$ cat src/design/stt_pkg.sv
// Shared constants for the two-phase staircase tracker.
// No dependencies; every other design file refers to this package by scoped names.
package stt_pkg;

	// Default stimulus width, Q8.8
	localparam int STIMULUS_BITS_DEF = 16;
	// Step registers and reversal counters have fixed widths
	localparam int STEP_BITS         = 16;
	localparam int COUNT_BITS        = 8;
	// Configuration port
	localparam int CFG_INDEX_BITS    = 8;
	localparam int CFG_DATA_BITS     = 16;

	// Register reset values
	localparam logic [STEP_BITS-1:0]  COARSE_STEP_RST      = 16'd256;
	localparam logic [STEP_BITS-1:0]  FINE_STEP_RST        = 16'd64;
	localparam logic [COUNT_BITS-1:0] COARSE_REVERSALS_RST = 8'd4;
	localparam logic [COUNT_BITS-1:0] FINE_REVERSALS_RST   = 8'd8;

	// Register indexes on the configuration port
	typedef enum logic [CFG_INDEX_BITS-1:0] {
		REG_COARSE_STEP      = 8'd0,
		REG_FINE_STEP        = 8'd1,
		REG_COARSE_REVERSALS = 8'd2,
		REG_FINE_REVERSALS   = 8'd3
	} cfg_reg_t;

endpackage

$ cat src/design/stt_if.sv
// Valid/ready channel interfaces for trial words and result words.
// Depends on stt_pkg for the default stimulus width.

interface stt_trial_if #(parameter int STIMULUS_BITS = stt_pkg::STIMULUS_BITS_DEF);
	logic                     valid;
	logic                     ready;
	logic [STIMULUS_BITS-1:0] stimulus;
	logic                     answer;

	modport source (output valid, output stimulus, output answer, input ready);
	modport sink (input valid, input stimulus, input answer, output ready);
endinterface

interface stt_result_if #(parameter int STIMULUS_BITS = stt_pkg::STIMULUS_BITS_DEF);
	logic                     valid;
	logic                     ready;
	logic [STIMULUS_BITS-1:0] stim_next;
	logic                     finished;
	logic                     phase;
	logic [STIMULUS_BITS-1:0] estimate;
	logic                     estimate_valid;

	modport source (output valid, output stim_next, output finished, output phase,
		output estimate, output estimate_valid, input ready);
	modport sink (input valid, input stim_next, input finished, input phase,
		input estimate, input estimate_valid, output ready);
endinterface

$ cat src/design/stt_div.sv
// Serial restoring divider: one quotient bit per cycle, 8-bit divisor.
// Depends on stt_pkg for the counter width.
module stt_div #(
	parameter int DIVIDEND_BITS = stt_pkg::STIMULUS_BITS_DEF + stt_pkg::COUNT_BITS
) (
	input  logic                                clk,
	input  logic                                arst_n,
	input  logic                                start,
	input  logic [DIVIDEND_BITS-1:0]            dividend,
	input  logic [stt_pkg::COUNT_BITS-1:0]      divisor,
	output logic                                busy,
	output logic [DIVIDEND_BITS-1:0]            quotient
);

	localparam int DW       = stt_pkg::COUNT_BITS;
	localparam int CNT_BITS = $clog2(DIVIDEND_BITS + 1);

	logic                     busy_q;
	logic [CNT_BITS-1:0]      cnt_q;
	logic [DW-1:0]            rem_q;
	logic [DW-1:0]            dvs_q;
	logic [DIVIDEND_BITS-1:0] quo_q;

	logic [DW:0] rem_try;
	logic        fits;
	logic [DW:0] rem_sub;

	// Shift in the next dividend bit and trial-subtract the divisor
	always_comb begin
		rem_try = {rem_q, quo_q[DIVIDEND_BITS-1]};
		fits    = rem_try >= {1'b0, dvs_q};
		rem_sub = fits ? (rem_try - {1'b0, dvs_q}) : rem_try;
	end

	// Load on start, then advance one bit per cycle
	always_ff @(posedge clk or negedge arst_n) begin
		if (!arst_n) begin
			busy_q <= 1'b0;
			cnt_q  <= '0;
		end else if (start) begin
			busy_q <= 1'b1;
			cnt_q  <= CNT_BITS'(DIVIDEND_BITS);
		end else if (busy_q) begin
			cnt_q <= cnt_q - 1'b1;
			if (cnt_q == CNT_BITS'(1)) begin
				busy_q <= 1'b0;
			end
		end
	end

	always_ff @(posedge clk) begin
		if (start) begin
			rem_q <= '0;
			dvs_q <= divisor;
			quo_q <= dividend;
		end else if (busy_q) begin
			rem_q <= rem_sub[DW-1:0];
			quo_q <= {quo_q[DIVIDEND_BITS-2:0], fits};
		end
	end

	assign busy     = busy_q;
	assign quotient = quo_q;

	a_start_busy: assert property (@(posedge clk) disable iff (!arst_n)
		start |=> busy_q)
		else $error("divider not busy after start");
	a_busy_cnt: assert property (@(posedge clk) disable iff (!arst_n)
		busy_q |-> cnt_q != '0)
		else $error("divider busy with empty bit count");
	a_fell_cnt: assert property (@(posedge clk) disable iff (!arst_n)
		$fell(busy_q) |-> cnt_q == '0)
		else $error("divider stopped before last bit");

endmodule

$ cat src/design/two_phase_staircase_tracker.sv
// Top level of the two-phase adaptive up/down staircase tracker.
// Depends on stt_pkg, stt_trial_if, stt_result_if and stt_div.
//
// Usage:
//   trial  (sink)  : one word per trial, the stimulus shown and the binary answer.
//   result (source): one word per trial: next stimulus, finished, phase,
//                    estimate and estimate_valid.
//   cfg_write/cfg_index/cfg_data: write coarse_step (0), fine_step (1),
//                    coarse_reversals (2), fine_reversals (3) while idle;
//                    other indexes are ignored.
// Timing: one trial word is in flight at a time; trial.ready is low from the
//   accept until its result word is loaded into the output register.
//   A normal trial is evaluated in ST_EVAL, and its result is loaded into the
//   output register as that state is left. The trial that ends the run runs
//   the mean through the serial divider, one quotient bit per cycle, in
//   ST_DIV, and its result is loaded from ST_FINAL. Trials after the end
//   return the held result.
// A result word waits in the output register while result.ready is low; the
//   next trial is still taken, and its result is held back until the
//   register frees.
// Reset clears the run and restores the register defaults (256, 64, 4, 8).
module two_phase_staircase_tracker #(
	parameter int STIMULUS_BITS = stt_pkg::STIMULUS_BITS_DEF
) (
	input  logic                                 clk,
	input  logic                                 arst_n,
	input  logic                                 cfg_write,
	input  logic [stt_pkg::CFG_INDEX_BITS-1:0]   cfg_index,
	input  logic [stt_pkg::CFG_DATA_BITS-1:0]    cfg_data,
	stt_trial_if.sink                            trial,
	stt_result_if.source                         result
);

	localparam int CB       = stt_pkg::COUNT_BITS;
	localparam int SB       = stt_pkg::STEP_BITS;
	localparam int SUM_BITS = STIMULUS_BITS + CB;
	localparam int AW       = ((STIMULUS_BITS > SB) ? STIMULUS_BITS : SB) + 1;

	typedef enum logic [1:0] {
		ST_IDLE,
		ST_EVAL,
		ST_DIV,
		ST_FINAL
	} state_t;

	// Configuration registers
	logic [SB-1:0] coarse_step_q;
	logic [SB-1:0] fine_step_q;
	logic [CB-1:0] coarse_rev_q;
	logic [CB-1:0] fine_rev_q;

	// Run state
	state_t                   state_q;
	logic                     seen_q;
	logic                     last_q;
	logic                     phase_q;
	logic [CB-1:0]            rcount_q;
	logic [SUM_BITS-1:0]      sum_q;
	logic [CB-1:0]            coll_q;
	logic                     done_q;
	logic [STIMULUS_BITS-1:0] held_q;

	// Captured trial word
	logic [STIMULUS_BITS-1:0] stim_q;
	logic                     ans_q;

	// Output register
	logic                     out_valid_q;
	logic [STIMULUS_BITS-1:0] out_next_q;
	logic                     out_finished_q;
	logic                     out_phase_q;
	logic [STIMULUS_BITS-1:0] out_estimate_q;
	logic                     out_est_valid_q;

	// Trial evaluation
	logic                     rev;
	logic [CB-1:0]            nxt_count;
	logic                     phase_n;
	logic [CB-1:0]            rcount_n;
	logic [SUM_BITS-1:0]      sum_n;
	logic [CB-1:0]            coll_n;
	logic                     done_n;
	logic [SB-1:0]            step;
	logic [AW-1:0]            stim_x;
	logic [AW-1:0]            addend;
	logic [AW-1:0]            adder;
	logic [STIMULUS_BITS-1:0] next_stim;

	logic                     out_free;
	logic                     out_load;
	logic                     div_start;
	logic                     div_busy;
	logic [SUM_BITS-1:0]      div_quotient;

	// Write configuration registers
	always_ff @(posedge clk or negedge arst_n) begin
		if (!arst_n) begin
			coarse_step_q <= stt_pkg::COARSE_STEP_RST;
			fine_step_q   <= stt_pkg::FINE_STEP_RST;
			coarse_rev_q  <= stt_pkg::COARSE_REVERSALS_RST;
			fine_rev_q    <= stt_pkg::FINE_REVERSALS_RST;
		end else if (cfg_write) begin
			case (cfg_index)
				stt_pkg::REG_COARSE_STEP:      coarse_step_q <= cfg_data[SB-1:0];
				stt_pkg::REG_FINE_STEP:        fine_step_q   <= cfg_data[SB-1:0];
				stt_pkg::REG_COARSE_REVERSALS: coarse_rev_q  <= cfg_data[CB-1:0];
				stt_pkg::REG_FINE_REVERSALS:   fine_rev_q    <= cfg_data[CB-1:0];
				default: begin
				end
			endcase
		end
	end

	// Detect a reversal and work out the run state after this trial
	always_comb begin
		rev       = seen_q && (last_q != ans_q);
		nxt_count = rcount_q + 1'b1;
		phase_n   = phase_q;
		rcount_n  = rcount_q;
		sum_n     = sum_q;
		coll_n    = coll_q;
		done_n    = done_q;
		if (rev) begin
			if (!phase_q) begin
				if (nxt_count == coarse_rev_q) begin
					phase_n  = 1'b1;
					rcount_n = '0;
				end else begin
					rcount_n = nxt_count;
				end
			end else begin
				// Collect a reversal when the reversal count is nonzero, until the collected count saturates
				if (rcount_q != '0 && coll_q != '1) begin
					sum_n  = sum_q + SUM_BITS'(stim_q);
					coll_n = coll_q + 1'b1;
				end
				if (nxt_count == fine_rev_q) begin
					done_n = 1'b1;
				end else begin
					rcount_n = nxt_count;
				end
			end
		end
	end

	// Step the stimulus with one adder: add on answer 1, subtract on answer 0
	always_comb begin
		step   = phase_n ? fine_step_q : coarse_step_q;
		stim_x = AW'(stim_q);
		addend = ans_q ? AW'(step) : ~AW'(step);
		adder  = stim_x + addend + AW'(!ans_q);
		if (ans_q) begin
			next_stim = (|adder[AW-1:STIMULUS_BITS]) ? '1 : adder[STIMULUS_BITS-1:0];
		end else begin
			next_stim = adder[AW-1] ? '0 : adder[STIMULUS_BITS-1:0];
		end
	end

	assign out_free  = !out_valid_q || result.ready;
	assign div_start = (state_q == ST_EVAL) && out_free && !done_q && done_n;
	assign out_load  = out_free && (((state_q == ST_EVAL) && (done_q || !done_n)) ||
		(state_q == ST_FINAL));

	stt_div #(
		.DIVIDEND_BITS (SUM_BITS)
	) u_div (
		.clk      (clk),
		.arst_n   (arst_n),
		.start    (div_start),
		.dividend (sum_n),
		.divisor  (coll_n),
		.busy     (div_busy),
		.quotient (div_quotient)
	);

	// Sequence one trial: capture, evaluate, divide at the end, load the result
	always_ff @(posedge clk or negedge arst_n) begin
		if (!arst_n) begin
			state_q     <= ST_IDLE;
			seen_q      <= 1'b0;
			last_q      <= 1'b0;
			phase_q     <= 1'b0;
			rcount_q    <= '0;
			sum_q       <= '0;
			coll_q      <= '0;
			done_q      <= 1'b0;
			held_q      <= '0;
			out_valid_q <= 1'b0;
		end else begin
			// Load a result word, or hold the waiting one until it is taken
			out_valid_q <= out_load || (out_valid_q && !result.ready);
			case (state_q)
				ST_IDLE: begin
					if (trial.valid) begin
						state_q <= ST_EVAL;
					end
				end
				ST_EVAL: begin
					if (out_free) begin
						if (done_q) begin
							state_q <= ST_IDLE;
						end else begin
							seen_q   <= 1'b1;
							last_q   <= ans_q;
							phase_q  <= phase_n;
							rcount_q <= rcount_n;
							sum_q    <= sum_n;
							coll_q   <= coll_n;
							done_q   <= done_n;
							if (done_n) begin
								state_q <= ST_DIV;
							end else begin
								state_q <= ST_IDLE;
							end
						end
					end
				end
				ST_DIV: begin
					if (!div_busy) begin
						held_q  <= (coll_q != '0) ? div_quotient[STIMULUS_BITS-1:0] : '0;
						state_q <= ST_FINAL;
					end
				end
				ST_FINAL: begin
					if (out_free) begin
						state_q <= ST_IDLE;
					end
				end
				default: begin
					state_q <= ST_IDLE;
				end
			endcase
		end
	end

	// Capture the trial word and fill the result payload
	always_ff @(posedge clk) begin
		if (state_q == ST_IDLE && trial.valid) begin
			stim_q <= trial.stimulus;
			ans_q  <= trial.answer;
		end
		if (out_free) begin
			if ((state_q == ST_EVAL && done_q) || state_q == ST_FINAL) begin
				out_next_q      <= '0;
				out_finished_q  <= 1'b1;
				out_phase_q     <= phase_q;
				out_estimate_q  <= held_q;
				out_est_valid_q <= coll_q != '0;
			end else if (state_q == ST_EVAL) begin
				out_next_q      <= next_stim;
				out_finished_q  <= 1'b0;
				out_phase_q     <= phase_n;
				out_estimate_q  <= '0;
				out_est_valid_q <= 1'b0;
			end
		end
	end

	assign trial.ready           = (state_q == ST_IDLE);
	assign result.valid          = out_valid_q;
	assign result.stim_next      = out_next_q;
	assign result.finished       = out_finished_q;
	assign result.phase          = out_phase_q;
	assign result.estimate       = out_estimate_q;
	assign result.estimate_valid = out_est_valid_q;

	a_one_in_flight: assert property (@(posedge clk) disable iff (!arst_n)
		trial.valid && trial.ready |=> !trial.ready)
		else $error("second trial taken while one is in flight");
	a_done_fine: assert property (@(posedge clk) disable iff (!arst_n)
		done_q |-> phase_q)
		else $error("run ended outside the fine phase");
	a_collect_fine: assert property (@(posedge clk) disable iff (!arst_n)
		coll_q != '0 |-> phase_q)
		else $error("stimulus collected in the coarse phase");
	a_active_no_est: assert property (@(posedge clk) disable iff (!arst_n)
		result.valid && !result.finished |-> result.estimate == '0 && !result.estimate_valid)
		else $error("estimate shown before the run ended");

endmodule

$ cat src/flat_wrapper.sv
// flat-port wrapper written by rule: the top's interface ports become plain ports
module two_phase_staircase_tracker_flat 
#(
	parameter int STIMULUS_BITS = stt_pkg::STIMULUS_BITS_DEF
)
  (clk, arst_n, cfg_write, cfg_index, cfg_data, trial_valid, trial_stimulus, trial_answer, trial_ready, result_valid, result_stim_next, result_finished, result_phase, result_estimate, result_estimate_valid, result_ready);
  stt_trial_if #(.STIMULUS_BITS(STIMULUS_BITS)) trial_i ();
  stt_result_if #(.STIMULUS_BITS(STIMULUS_BITS)) result_i ();
  input  logic clk;
  input  logic arst_n;
  input  logic cfg_write;
  input  logic [stt_pkg::CFG_INDEX_BITS-1:0] cfg_index;
  input  logic [stt_pkg::CFG_DATA_BITS-1:0] cfg_data;
  input wire logic [$bits(trial_i.valid)-1:0] trial_valid;
  input wire logic [$bits(trial_i.stimulus)-1:0] trial_stimulus;
  input wire logic [$bits(trial_i.answer)-1:0] trial_answer;
  output wire logic [$bits(trial_i.ready)-1:0] trial_ready;
  output wire logic [$bits(result_i.valid)-1:0] result_valid;
  output wire logic [$bits(result_i.stim_next)-1:0] result_stim_next;
  output wire logic [$bits(result_i.finished)-1:0] result_finished;
  output wire logic [$bits(result_i.phase)-1:0] result_phase;
  output wire logic [$bits(result_i.estimate)-1:0] result_estimate;
  output wire logic [$bits(result_i.estimate_valid)-1:0] result_estimate_valid;
  input wire logic [$bits(result_i.ready)-1:0] result_ready;
  assign trial_i.valid = trial_valid;
  assign trial_i.stimulus = trial_stimulus;
  assign trial_i.answer = trial_answer;
  assign trial_ready = trial_i.ready;
  assign result_valid = result_i.valid;
  assign result_stim_next = result_i.stim_next;
  assign result_finished = result_i.finished;
  assign result_phase = result_i.phase;
  assign result_estimate = result_i.estimate;
  assign result_estimate_valid = result_i.estimate_valid;
  assign result_i.ready = result_ready;
  two_phase_staircase_tracker #(.STIMULUS_BITS(STIMULUS_BITS)) u_core (.clk(clk), .arst_n(arst_n), .cfg_write(cfg_write), .cfg_index(cfg_index), .cfg_data(cfg_data), .trial(trial_i), .result(result_i));
endmodule
$ cat config.mk
export PLATFORM = sky130hd
export DESIGN_NAME = two_phase_staircase_tracker_flat
export DESIGN_NICKNAME = d
export VERILOG_FILES = /design/src/design/stt_pkg.sv /design/src/design/stt_if.sv /design/src/design/stt_div.sv /design/src/design/two_phase_staircase_tracker.sv /design/src/flat_wrapper.sv
export SDC_FILE = /design/constraint.sdc
export NUM_CORES = 1
export LEC_CHECK = 0
export BUFFER_PORTS_ARGS = -buffer_cell sky130_fd_sc_hd__buf_2
export CORE_MARGIN = 2
export CORE_UTILIZATION = 57
export CTS_BUF_LIST = sky130_fd_sc_hd__clkbuf_4 sky130_fd_sc_hd__clkbuf_8
export DETAILED_ROUTE_END_ITERATION = 12
export PLACE_DENSITY = 0.89
export SLEW_MARGIN = 20
export SYNTH_ARGS = -nofsm -noshare
export SYNTH_HDL_FRONTEND = slang
export SYNTH_SLANG_ARGS = --single-unit
$ cat constraint.sdc
create_clock -name clk -period 5.1 [get_ports clk]
set_input_delay 0.51 -clock clk [delete_from_list [all_inputs] [get_ports clk]]
set_output_delay 0.51 -clock clk [all_outputs]
set_load 0.02 [all_outputs]
==> results of run 1 <==
-- through the flow --
stage | instance area [um2] | utilization, %
6_report | 12600 | 66.90
5_1_grt | 12600 | 66.90
4_1_cts | 12570 | 66.75
3_5_place_dp | 11760 | 62.45
3_3_place_gp | 11760 | 62.45
2_1_floorplan | 11030 | -
-- worst max-delay path, stage by stage, from the launching register on --
cell and delay [ns]:
dfrtp_2 0.44, ha_1 0.27, xor2_1 0.22, and2_1 0.19, o2111a_1 0.26, and4_4 0.18
a21oi_2 0.23, buf_4 0.18, buf_6 0.17, mux2i_1 0.23, xnor2_1 0.15, ha_1 0.31
and2_1 0.19, or2_2 0.28, a21o_1 0.23, nor2_1 0.19, nand2_1 0.10, o21ba_2 0.27
o21ai_1 0.16, nand2_1 0.25, nor2_1 0.08
-- worst paths after layout --
kind | startpoint | end | slack (ns) | depth (start not counted)
setup / recovery | u_core.rcount_q[0] | u_core.result.stim_next[1] | 0.27 | 20
hold / removal | arst_n | u_core.fine_rev_q[7] | 0.13 | 1
setup reg to reg | u_core.rcount_q[0] | u_core.result.stim_next[1] | 0.27 | 20
hold reg to reg | u_core.u_div.rem_q[7] | u_core.u_div.rem_q[7] | 0.46 | 2
max in group asynchronous | arst_n | u_core.rcount_q[0] | 3.81 | 2
min in group clk | trial_answer | u_core.ans_q | 0.15 | 1
-- final cells by class --
class | count | share of cell area (%)
flip-flops and latches | 209 | 44.59
clock buffers | 55 | 5.413
repair buffers | 98 | 4.261
clock inverters | 11 | 1.023
multi-input cells | 711 | 40.91
well taps | 260 | 2.582
inverters | 41 | 1.222
-- state kept, by name, indices dropped and copies added (netlist names), 16 cells and up, named ones only --
register and flops:
u_core.fine_step_q 16, u_core.sum_q 24, u_core.stim_q 16, u_core.result.stim_next 16
u_core.coarse_step_q 16, u_core.held_q 16, u_core.result.estimate 16, u_core.u_div.quotient 24
-- per-layer routing --
layer,GRT usage (%),vias to the layer above,wire length (um)
li1,-,3818,-
met3,3.722,44,1638
met1,33.77,3827,10610
met2,41.05,283,11770
met5,0,-,0
met4,9.380,0,708
-- logic make-up after synthesis --
logic type	after synthesis	share of synthesized area (%)
buffers and inverters	77	2.665
multiplexers	78	7.700
AND/OR/NAND/NOR	289	13.11
adder cells (fa/ha/maj)	48	5.648
XOR/XNOR	88	7.609
AO/OA/AOI/OAI	207	12.37
flip-flops	209	50.90
-- power breakdown --
part	switching [mW]	leakage, nW	internal (mW)
Sequential	0.0907	2.48	1.96
Combinational	0.664	2.66	0.357
Clock	0.670	0.429	1.01
Total	1.42	5.57	3.33
-- layout by cell type, fill, tap and decap left out, types with 7 or more instances in the layout --
master,netlist,routed
dfrtp_1,113,112
nand2_1,96,96
edfxtp_1,84,84
buf_2,4,81
nor2_1,57,57
mux2_2,54,54
xnor2_1,53,53
a21oi_1,48,47
ha_1,45,45
o21ai_0,45,43
clkbuf_8,0,43
inv_1,40,40
xor2_1,30,30
and2_1,23,23
mux2i_1,23,23
a22o_1,22,22
nand3_1,18,18
buf_4,0,16
and3_1,14,14
nor3_1,15,14
a211oi_1,14,13
nand2b_1,12,12
o21ai_1,11,12
clkbuf_4,0,12
nand4_1,10,10
a21o_1,10,10
or3_1,8,8
o31ai_1,8,8
dfxtp_1,8,8
nor4_1,7,7
==> summary.md, run 1 <==
| Metric | Value |
|---|---|
| Vias in the first global route | `7837` |
| # clock sinks | `209` |
| Routability Congestion | `just under 1` |
| Status | `complete, no violations` |
| Final antenna diode count | `0` |
| VDD IR max | `0.2766 mV` |
| Slew Viols, Final | `0` |
| Core Rows | `50` |
| Filler cells | `1353` |
| Area occupied by registers | `0.005617 mm2` |
| DR WL/cell | `~18 um` |
| Slew Limit Headroom | `25.66%` |
| Worst-Margin Slew | `approximately 1.1 ns` |
| Share of cells above drive strength 1 | `21.69%` |
| Final Cycle Share | `between 90% and 100%` |
| Root buf cell | `clkbuf_8` |
| Final Setup Violations | `0` |
| Initial antenna violation count | `0` |
| # Max-Cap Violations | `0` |
| Clock H-tree levels | `2` |
| Final cell count without fillers | `roughly 1400` |
| Total track usage | `24.98%` |
| Setup WS pre-CTS | `0.06449 ns` |
| Setup TNS | `0 ns` |
| CP Capture Type | `flip-flop` |
| PortBufs | `slightly above 80` |
| Worst path required time | `5.37 ns` |
| Post CTS Setup Buffer Count | `0` |
| Post-synth top area share | `25.63%` |
| Leakage Power | `5.571 nW` |
| Largest cells by area after synthesis | `dfrtp_1, edfxtp_1, mux2_2, ha_1, xnor2_1` |
| HPWL after detailed placement | `approximately 18000 um` |
| Pwr per Cell Area | `377.3 mW/mm2` |
| Via/cell ratio | `5.756` |
| Ports | `83` |
| Clock buffer depth | `3` |
| Synth Cell Area | `0.01103 mm2` |
| Min Tclk post-route | `4.830 ns` |
| Hold Crit Class | `in -> async` |
| DRC | `0` |
| Post-synth top cells | `dfrtp_1, nand2_1, edfxtp_1, nor2_1, mux2_2` |
| CTS Buf Count | `36` |
| Final WL | `24730 um` |
| RSZ-0062 raised after global routing | `yes` |
| Top-count cell post-synth | `dfrtp_1` |
| Starting Density | `58.59%` |
| Global-route wire length before repair | `39950 um` |
| Die Width | `143.1 um` |
| CTS Hold Bufs | `0` |
| Die H | `143.1 um` |
| Sequential-to-total area share from yosys stat | `50.90%` |
| Critical Path Source Type | `flip-flop` |
| Post-Syn Area per Cell | `between 10 and 15 um2` |
| Multi-input logic area | `0.005154 mm2` |
| Layout area overhead | `14.18%` |
| DR vias | `around 8000` |
| Final hold vios | `0` |
| Final Total Pwr | `4.753 mW` |
| First drt pass iteration count | `5` |
| Ys Warns | `0` |
| Critical path peak fanout | `11` |
| Placed cells | `1318` |
| Initial drt markers | `611` |
| Critical Path AT | `about 5 ns` |
| Post-route ant nets | `0` |
| Fin nets | `1191` |
| Die area | `between 0.02 and 0.025 mm2` |
| Final worst slack | `about 0.27 ns` |
| CP Class | `reg -> reg` |
| Worst skew pair latency | `0.54 ns` |
| Post_cts resized | `0` |
| Ys async rst share | `55.98%` |
| Setup Skew | `0.04022 ns` |
| CTS tree | `built` |
| Placeable Area | `0.01883 mm2` |
| Count of different cell masters after synthesis | `slightly above 70` |
| Final hold slack | `0.1267 ns` |
| Number of synthesized flops with an enable pin | `between 80 and 90` |
| Syn Inst Count | `996` |
| GRT overflow | `0` |
| Net count after synthesis | `1090` |
| Prevailing post-synth register cell | `dfrtp_1` |
| Largest net degree at the start of global routing | `71` |
| Leading area contributor after synthesis | `dfrtp_1` |
| Fmax | `0.2071 GHz` |
| Flops & latches, synth | `between 200 and 250` |
| Clk pin slew, worst setup/hold paths | `roughly 0.06 ns` |
(Power assumes the default switching activity.)
==> run 2: changes to the inputs <==
--- a/config.mk
+++ b/config.mk
@@ -6,8 +6,10 @@
 export NUM_CORES = 1
 export LEC_CHECK = 0
 export BUFFER_PORTS_ARGS = -buffer_cell sky130_fd_sc_hd__buf_2
+export CELL_PAD_IN_SITES_DETAIL_PLACEMENT = 0
+export CELL_PAD_IN_SITES_GLOBAL_PLACEMENT = 2
 export CORE_MARGIN = 2
-export CORE_UTILIZATION = 57
+export CORE_UTILIZATION = 38
 export CTS_BUF_LIST = sky130_fd_sc_hd__clkbuf_4 sky130_fd_sc_hd__clkbuf_8
 export DETAILED_ROUTE_END_ITERATION = 12
 export PLACE_DENSITY = 0.89
==> run 2 against run 1 <==
  * Die area increased by 48%
  * Global-route usage down 7.4 points
  * Sequential share of layout area fell by 1.0 points
  * Worst setup slack better by 0.078 ns
  * Via count down 1.6%
  * Final area grew 2.3%
  * Flip-flop and latch count is the same
  * Sequential power barely moved
  * Clock skew down 0.015 ns
  * Non-clock buffer count is 10 higher
==> summary.md, run 2 (synthesis gave the netlist of run 1 again) <==
| Metric | Value |
|---|---|
| Initial drt markers | `413 (was 611)` |
| Starting Density | `38.54% (was 58.59%)` |
| DRC | `0 (unchanged)` |
| Hold Crit Class | `in -> async (unchanged)` |
| Ports | `83 (unchanged)` |
| Global-route wire length before repair | `42210 um (was 39950 um)` |
| WL met1 | `12930 um (was 10610 um)` |
| Placement-stage cell area | `0.01199 mm2 (was 0.01176 mm2)` |
| RSZ-0062 raised after global routing | `no (was yes)` |
| Placeable Area | `0.02863 mm2 (was 0.01883 mm2)` |
| HPWL after detailed placement | `19520 um (was 17780 um)` |
| CP top delay family | `compound AO/OA/AOI/OAI gates (was simple AND/OR/NAND/NOR gates)` |
| Setup Skew | `0.02565 ns (was 0.04022 ns)` |
| WL met2 | `11890 um (was 11770 um)` |
| Final Setup Violations | `0 (unchanged)` |
| Pwr per Cell Area | `376.4 mW/mm2 (was 377.3 mW/mm2)` |
| Min Tclk post-route | `4.752 ns (was 4.830 ns)` |
| Placed cells | `1452 (was 1318)` |
| Fmax | `0.2105 GHz (was 0.2071 GHz)` |
| Core Rows | `62 (was 50)` |
| Final Cell Area | `0.01289 mm2 (was 0.01260 mm2)` |
| Clock buffer depth | `3 (unchanged)` |
| Leakage Power | `5.642 nW (was 5.571 nW)` |
| GRT overflow | `0 (unchanged)` |
| Status | `complete, no violations (unchanged)` |
| Fin nets | `1203 (was 1191)` |
| DR WL/cell | `17.50 um (was 17.86 um)` |
| Top sig layer | `met4 (unchanged)` |
| # Max-Cap Violations | `0 (unchanged)` |
| Final WL | `26660 um (was 24730 um)` |
| Die Width | `174.4 um (was 143.1 um)` |
| Most frequent cells in the layout | `dfrtp_1, nand2_1, edfxtp_1 (unchanged)` |
| Clk pin slew, worst setup/hold paths | `0.07 ns (was 0.06 ns)` |
| # clock sinks | `209 (unchanged)` |
| Worst path required time | `5.39 ns (was 5.37 ns)` |
| Share of cells above drive strength 1 | `23.27% (was 21.69%)` |
| Final hold vios | `0 (unchanged)` |
| Worst-Margin Slew | `1.013 ns (was 1.107 ns)` |
| R2R setup slack | `0.35 ns (was 0.27 ns)` |
| Cell chain of the critical path | `inv_1, ha_1, xor2_1, nor2_1, o2111a_1, and4_4, mux2i_1, and2_1, o21ai_0, fa_1, a21o_1, a21oi_2, o21bai_1, a21oi_2, o21ai_1, a211oi_2, buf_4, o21bai_1, a311oi_1, mux2_1, nor4_1 (was ha_1, xor2_1, and2_1, o2111a_1, and4_4, a21oi_2, buf_4, buf_6, mux2i_1, xnor2_1, ha_1, and2_1, or2_2, a21o_1, nor2_1, nand2_1, o21ba_2, o21ai_1, nand2_1, nor2_1)` |
| CTS tree | `built (unchanged)` |
| Slew Viols, Final | `0 (unchanged)` |
| Final cell count without fillers | `1523 (was 1385)` |
| Multi-input logic area | `0.005184 mm2 (was 0.005154 mm2)` |
| Critical Path Source Type | `flip-flop (unchanged)` |
| Worst skew pair latency | `0.54 ns (about the same)` |
| Initial antenna violation count | `0 (unchanged)` |
| Area occupied by registers | `0.005617 mm2 (unchanged)` |
| Commonest non-fill, non-tap cell in the layout | `dfrtp_1 (unchanged)` |
| Met3 wire length | `1184 um (was 1638 um)` |
| VDD IR max | `0.2390 mV (was 0.2766 mV)` |
| Post-route ant nets | `0 (unchanged)` |
| Root buf cell | `clkbuf_8 (unchanged)` |
| Die area | `0.03041 mm2 (was 0.02048 mm2)` |
| Critical Path AT | `5.04 ns (was 5.10 ns)` |
| Layout area overhead | `16.83% (was 14.18%)` |
| Via/cell ratio | `5.151 (was 5.756)` |
| Slew Limit Headroom | `32.20% (was 25.66%)` |
| Routability Congestion | `0.9067 (was 0.9843)` |
| Vias in the first global route | `7623 (was 7837)` |
| Peak per-stage delay on the critical path | `0.41 ns (was 0.44 ns)` |
| PortBufs | `82 (unchanged)` |
| First drt pass iteration count | `5 (unchanged)` |
| Final worst slack | `0.3484 ns (was 0.2702 ns)` |
| Critical path peak fanout | `4 (was 11)` |
| CP Class | `reg -> reg (unchanged)` |
| DR vias | `7845 (was 7972)` |
| Post CTS Setup Buffer Count | `0 (unchanged)` |
| Setup WS pre-CTS | `-0.05547 ns (was 0.06449 ns)` |
| Largest net degree at the start of global routing | `52 (was 71)` |
| Die H | `174.4 um (was 143.1 um)` |
| Clock H-tree levels | `2 (unchanged)` |
| CP max-delay cell | `dfrtp_1 (was dfrtp_2)` |
| CTS Buf Count | `38 (was 36)` |
| CP Capture Type | `flip-flop (unchanged)` |
| Total track usage | `17.54% (was 24.98%)` |
| Final antenna diode count | `0 (unchanged)` |
| Crit path buffers/inverters | `2 (unchanged)` |
| Filler cells | `2642 (was 1353)` |
| Final Cycle Share | `93.17% (was 94.70%)` |
==> run 2: path summary, 6_finish.rpt <==
path / start / to / cells after the start
max: u_core.rcount_q[1] / u_core.result.stim_next[5] / 21
min: arst_n / u_core.coarse_step_q[11] / 1
max reg2reg: u_core.rcount_q[1] / u_core.result.stim_next[5] / 21
min reg2reg: u_core.u_div.rem_q[7] / u_core.u_div.rem_q[7] / 2
max in group asynchronous: arst_n / u_core.fine_rev_q[3] / 2
min in group clk: trial_stimulus[9] / u_core.stim_q[9] / 1
==> run 2: power by group <==
| part | internal (mW) | switching (mW) | total (mW) | leakage [nW] |
|---|---|---|---|---|
| clock | 1.04 | 0.701 | 1.74 | 0.445 |
| sequential | 1.96 | 0.0854 | 2.05 | 2.48 |
| combinational | 0.372 | 0.693 | 1.07 | 2.72 |
| total | 3.37 | 1.48 | 4.85 | 5.64 |
==> run 2: final cells by class <==
class                   count  share of cell area, %
flip-flops and latches    209                  43.57
multi-input cells         711                  40.22
clock buffers              58                  5.465
repair buffers            108                  4.747
well taps                 384                  3.727
inverters                  41                  1.194
clock inverters            12                  1.077
==> run 2: worst register-to-register path, stage by stage, from the launching register on <==
cell and delay (ns):
dfrtp_1 0.41, inv_1 0.15, ha_1 0.30, xor2_1 0.18
nor2_1 0.11, o2111a_1 0.24, and4_4 0.24, mux2i_1 0.25
and2_1 0.21, o21ai_0 0.11, fa_1 0.42, a21o_1 0.18
a21oi_2 0.18, o21bai_1 0.10, a21oi_2 0.17, o21ai_1 0.16
a211oi_2 0.32, buf_4 0.16, o21bai_1 0.11, a311oi_1 0.29
mux2_1 0.18, nor4_1 0.05
==> run 2: repair_timing <==
| item | 4_1_cts | 5_1_grt |
|---|---|---|
| setup endpoints to repair | 3 | 16 |
| hold endpoints to repair | 0 | 0 |
| pin swaps | 0 | 1 |
| cloned | 0 | 1 |
| gates resized for setup | 1 | 12 |
| hold buffers | 0 | 0 |
==> run 2: through the flow <==
stage | power, mW | setup TNS (ns) | hold WS [ns] | util (%)
2_1_floorplan | 2.726 | 0 | 0.2144 | -
3_3_place_gp | 3.124 | 0 | 0.4465 | 41.88
3_5_place_dp | 3.124 | -0.1086 | 0.4535 | 41.88
4_1_cts | 4.881 | 0 | 0.03224 | 44.85
5_1_grt | 5.070 | 0 | 0.07178 | 45.03
6_report | 4.852 | 0 | 0.01484 | 45.03
==> run 2: metal layers <==
metal	up-vias	GRT usage, %
li1	3853	-
met4	0	5.217
met5	-	0
met3	51	3.040
met1	3767	25.07
met2	174	27.30
==> run 3: changes to the inputs <==
--- a/config.mk
+++ b/config.mk
@@ -8,6 +8,7 @@
 export BUFFER_PORTS_ARGS = -buffer_cell sky130_fd_sc_hd__buf_2
 export CELL_PAD_IN_SITES_DETAIL_PLACEMENT = 0
 export CELL_PAD_IN_SITES_GLOBAL_PLACEMENT = 2
+export CORE_ASPECT_RATIO = 2
 export CORE_MARGIN = 2
 export CORE_UTILIZATION = 38
 export CTS_BUF_LIST = sky130_fd_sc_hd__clkbuf_4 sky130_fd_sc_hd__clkbuf_8
==> run 3 against run 2 <==
  * Final cell count fell by 2.4%
  * Register-to-register slack got worse by 0.14 ns
  * Largest power group unchanged
  * First-iteration DRC count fell by 47%
  * Critical endpoint unchanged
  * Via count rose by 0.98%
  * Utilization fell by 0.60 points
  * Routed wire length fell by 1.8%
  * Global-route usage fell by 0.25 points
  * Clock skew fell by 0.0077 ns
  * Sequential share of layout area rose by 0.40 points
==> summary.md, run 3 (synthesis gave the netlist of run 1 again) <==
| Metric | Value |
|---|---|
| Worst path required time | `5.43 ns (was 5.39 ns)` |
| Final hold slack | `0.09331 ns (was 0.01484 ns)` |
| Area occupied by registers | `0.005615 mm2 (was 0.005617 mm2)` |
| First drt pass iteration count | `4 (was 5)` |
| Largest net degree at the start of global routing | `55 (was 52)` |
| Die area | `0.03050 mm2 (was 0.03041 mm2)` |
| # clock sinks | `209 (unchanged)` |
| Critical path peak fanout | `6 (was 4)` |
| Via/cell ratio | `5.328 (was 5.151)` |
| Root buf cell | `clkbuf_8 (unchanged)` |
| DR WL/cell | `17.60 um (was 17.50 um)` |
| Final Cycle Share | `95.91% (was 93.17%)` |
| Vias in the first global route | `8253 (was 7623)` |
| Clk pin slew, worst setup/hold paths | `0.07 ns (about the same)` |
| GRT overflow | `0 (unchanged)` |
| Ports | `83 (unchanged)` |
| Routability Congestion | `0.8799 (was 0.9067)` |
| HPWL after detailed placement | `19760 um (was 19520 um)` |
| Setup TNS | `0 ns (unchanged)` |
| Final Setup Violations | `0 (unchanged)` |
| Final hold vios | `0 (unchanged)` |
| CP Capture Type | `flip-flop (unchanged)` |
| VDD IR max | `0.2401 mV (was 0.2390 mV)` |
| Worst-Margin Slew | `0.9613 ns (was 1.013 ns)` |
| Leakage Power | `5.586 nW (was 5.642 nW)` |
| Core Rows | `88 (was 62)` |
| Reg2reg start | `u_core.rcount_q[0] (was u_core.rcount_q[1])` |
| Multi-input logic area | `0.005174 mm2 (was 0.005184 mm2)` |
| Pwr per Cell Area | `369.6 mW/mm2 (was 376.4 mW/mm2)` |
| Filler cells | `2729 (was 2642)` |
| Slew Viols, Final | `0 (unchanged)` |
| Share of cells above drive strength 1 | `22.11% (was 23.27%)` |
| Slew Limit Headroom | `35.91% (was 32.20%)` |
| PortBufs | `82 (unchanged)` |
| DR vias | `7922 (was 7845)` |
| Initial drt markers | `217 (was 413)` |
| Min Tclk post-route | `4.891 ns (was 4.752 ns)` |
| Final cell count without fillers | `1487 (was 1523)` |
| Placed cells | `1429 (was 1452)` |
| Fin nets | `1196 (was 1203)` |
| # Max-Cap Violations | `0 (unchanged)` |
| Critical Path AT | `5.23 ns (was 5.04 ns)` |
| Placeable Area | `0.02874 mm2 (was 0.02863 mm2)` |
| CP Class | `reg -> reg (unchanged)` |
| Critical Path Source Type | `flip-flop (unchanged)` |
| Clock buffer depth | `3 (unchanged)` |
| DRC | `0 (unchanged)` |
| Worst skew pair latency | `0.59 ns (was 0.54 ns)` |
| Die H | `245.0 um (was 174.4 um)` |
| Setup Skew | `0.01796 ns (was 0.02565 ns)` |
| CTS Buf Count | `30 (was 38)` |
| Worst Hold Launch | `trial_stimulus[5]` |
| Critical path startpoint | `u_core.rcount_q[0] (was u_core.rcount_q[1])` |
| Final WL | `26170 um (was 26660 um)` |
| Clock H-tree levels | `1 (was 2)` |
| Fmax | `0.2044 GHz (was 0.2105 GHz)` |
| R2R setup slack | `0.21 ns (was 0.35 ns)` |
| Initial antenna violation count | `1 (was 0)` |
| Post-route ant nets | `0 (unchanged)` |
| Die Width | `124.5 um (was 174.4 um)` |
| Global-route wire length before repair | `42170 um (was 42210 um)` |
| Commonest non-fill, non-tap cell in the layout | `dfrtp_1 (unchanged)` |
| CTS tree | `built (unchanged)` |
| Status | `complete, no violations (unchanged)` |
| Total track usage | `17.29% (was 17.54%)` |
| Starting Density | `38.39% (was 38.54%)` |
| Hold Crit Class | `in -> reg (was in -> async)` |
| Post CTS Setup Buffer Count | `0 (unchanged)` |
| Layout area overhead | `15.73% (was 16.83%)` |
| Most frequent cells in the layout | `dfrtp_1, nand2_1, edfxtp_1 (unchanged)` |
## run 3: changes by cell type in the layout (fill, tap and decap cells not counted), moves of 2 or more
cell       delta
clkbuf_4      -9
clkbuf_8      -6
a21oi_2       -2
bufinv_16     +2
nor2_1        -2
nor2_2        +2
## run 3: layout make-up
type                    instances  share of cell area (%)
diodes                          1                 0.01960
clock inverters                13                   1.480
repair buffers                110                   4.929
inverters                      41                   1.205
multi-input cells             710                   40.52
flip-flops and latches        209                   43.98
clock buffers                  43                   4.341
well taps                     360                   3.528
## run 3: path summary, 6_finish.rpt
path	end	cells past startpoint
setup / recovery	u_core.result.stim_next[5]	20
hold / removal	u_core.stim_q[5]	1
setup reg to reg	u_core.result.stim_next[5]	20
hold reg to reg	u_core.u_div.rem_q[7]	2
max in group asynchronous	u_core.held_q[8]	3
min in group asynchronous	u_core.u_div.busy	2
## run 3: metrics by stage
| step | instance area, um2 | power (mW) | setup slack (ns) | util, % |
|---|---|---|---|---|
| floorplan | 11030 | 2.726 | 0.1710 | - |
| global placement | 11970 | 3.134 | 0.05723 | 41.64 |
| detailed placement | 11970 | 3.138 | 0.03250 | 41.65 |
| CTS | 12720 | 4.776 | 0.02282 | 44.27 |
| global route | 12770 | 4.934 | -0.02756 | 44.43 |
| finish | 12770 | 4.719 | 0.2086 | 44.43 |
## run 3: power breakdown
group / internal, mW / switching (mW)
Clock: 0.953 / 0.660
Combinational: 0.381 / 0.684
Sequential: 1.96 / 0.0789
## run 3: worst max-delay path, cell delays in order (launching register included)
cell	delay [ns]
dfrtp_1	0.45
ha_1	0.31
xor2_2	0.22
and2_1	0.18
o2111a_1	0.27
and4_4	0.20
a21oi_4	0.23
mux2i_1	0.26
xnor2_1	0.13
fa_1	0.45
a21o_1	0.17
a21oi_1	0.25
o21bai_1	0.12
a21oi_2	0.20
o21ai_1	0.14
a211oi_2	0.30
buf_4	0.16
o21bai_1	0.13
a311oi_1	0.29
mux2_1	0.17
nor4_1	0.05
## run 3: repair_timing
| item | in CTS | in global routing |
|---|---|---|
| hold endpoints to repair | 12 | 0 |
| hold buffers | 1 | 0 |
| resized for setup | 0 | 8 |
| endpoints found under the setup margin | 0 | 16 |
## run 3: metal layers
layer / part of all wire [%] / vias to the layer above / routed length [um] / track usage (%)
met2: 56 / 165 / 14730 / 34.54
met1: 36 / 3864 / 9351 / 17.01
li1: - / 3824 / - / -
met3: 3.1 / 69 / 816 / 2.005
met4: 4.8 / 0 / 1263 / 9.154
met5: 0 / - / 0 / 0
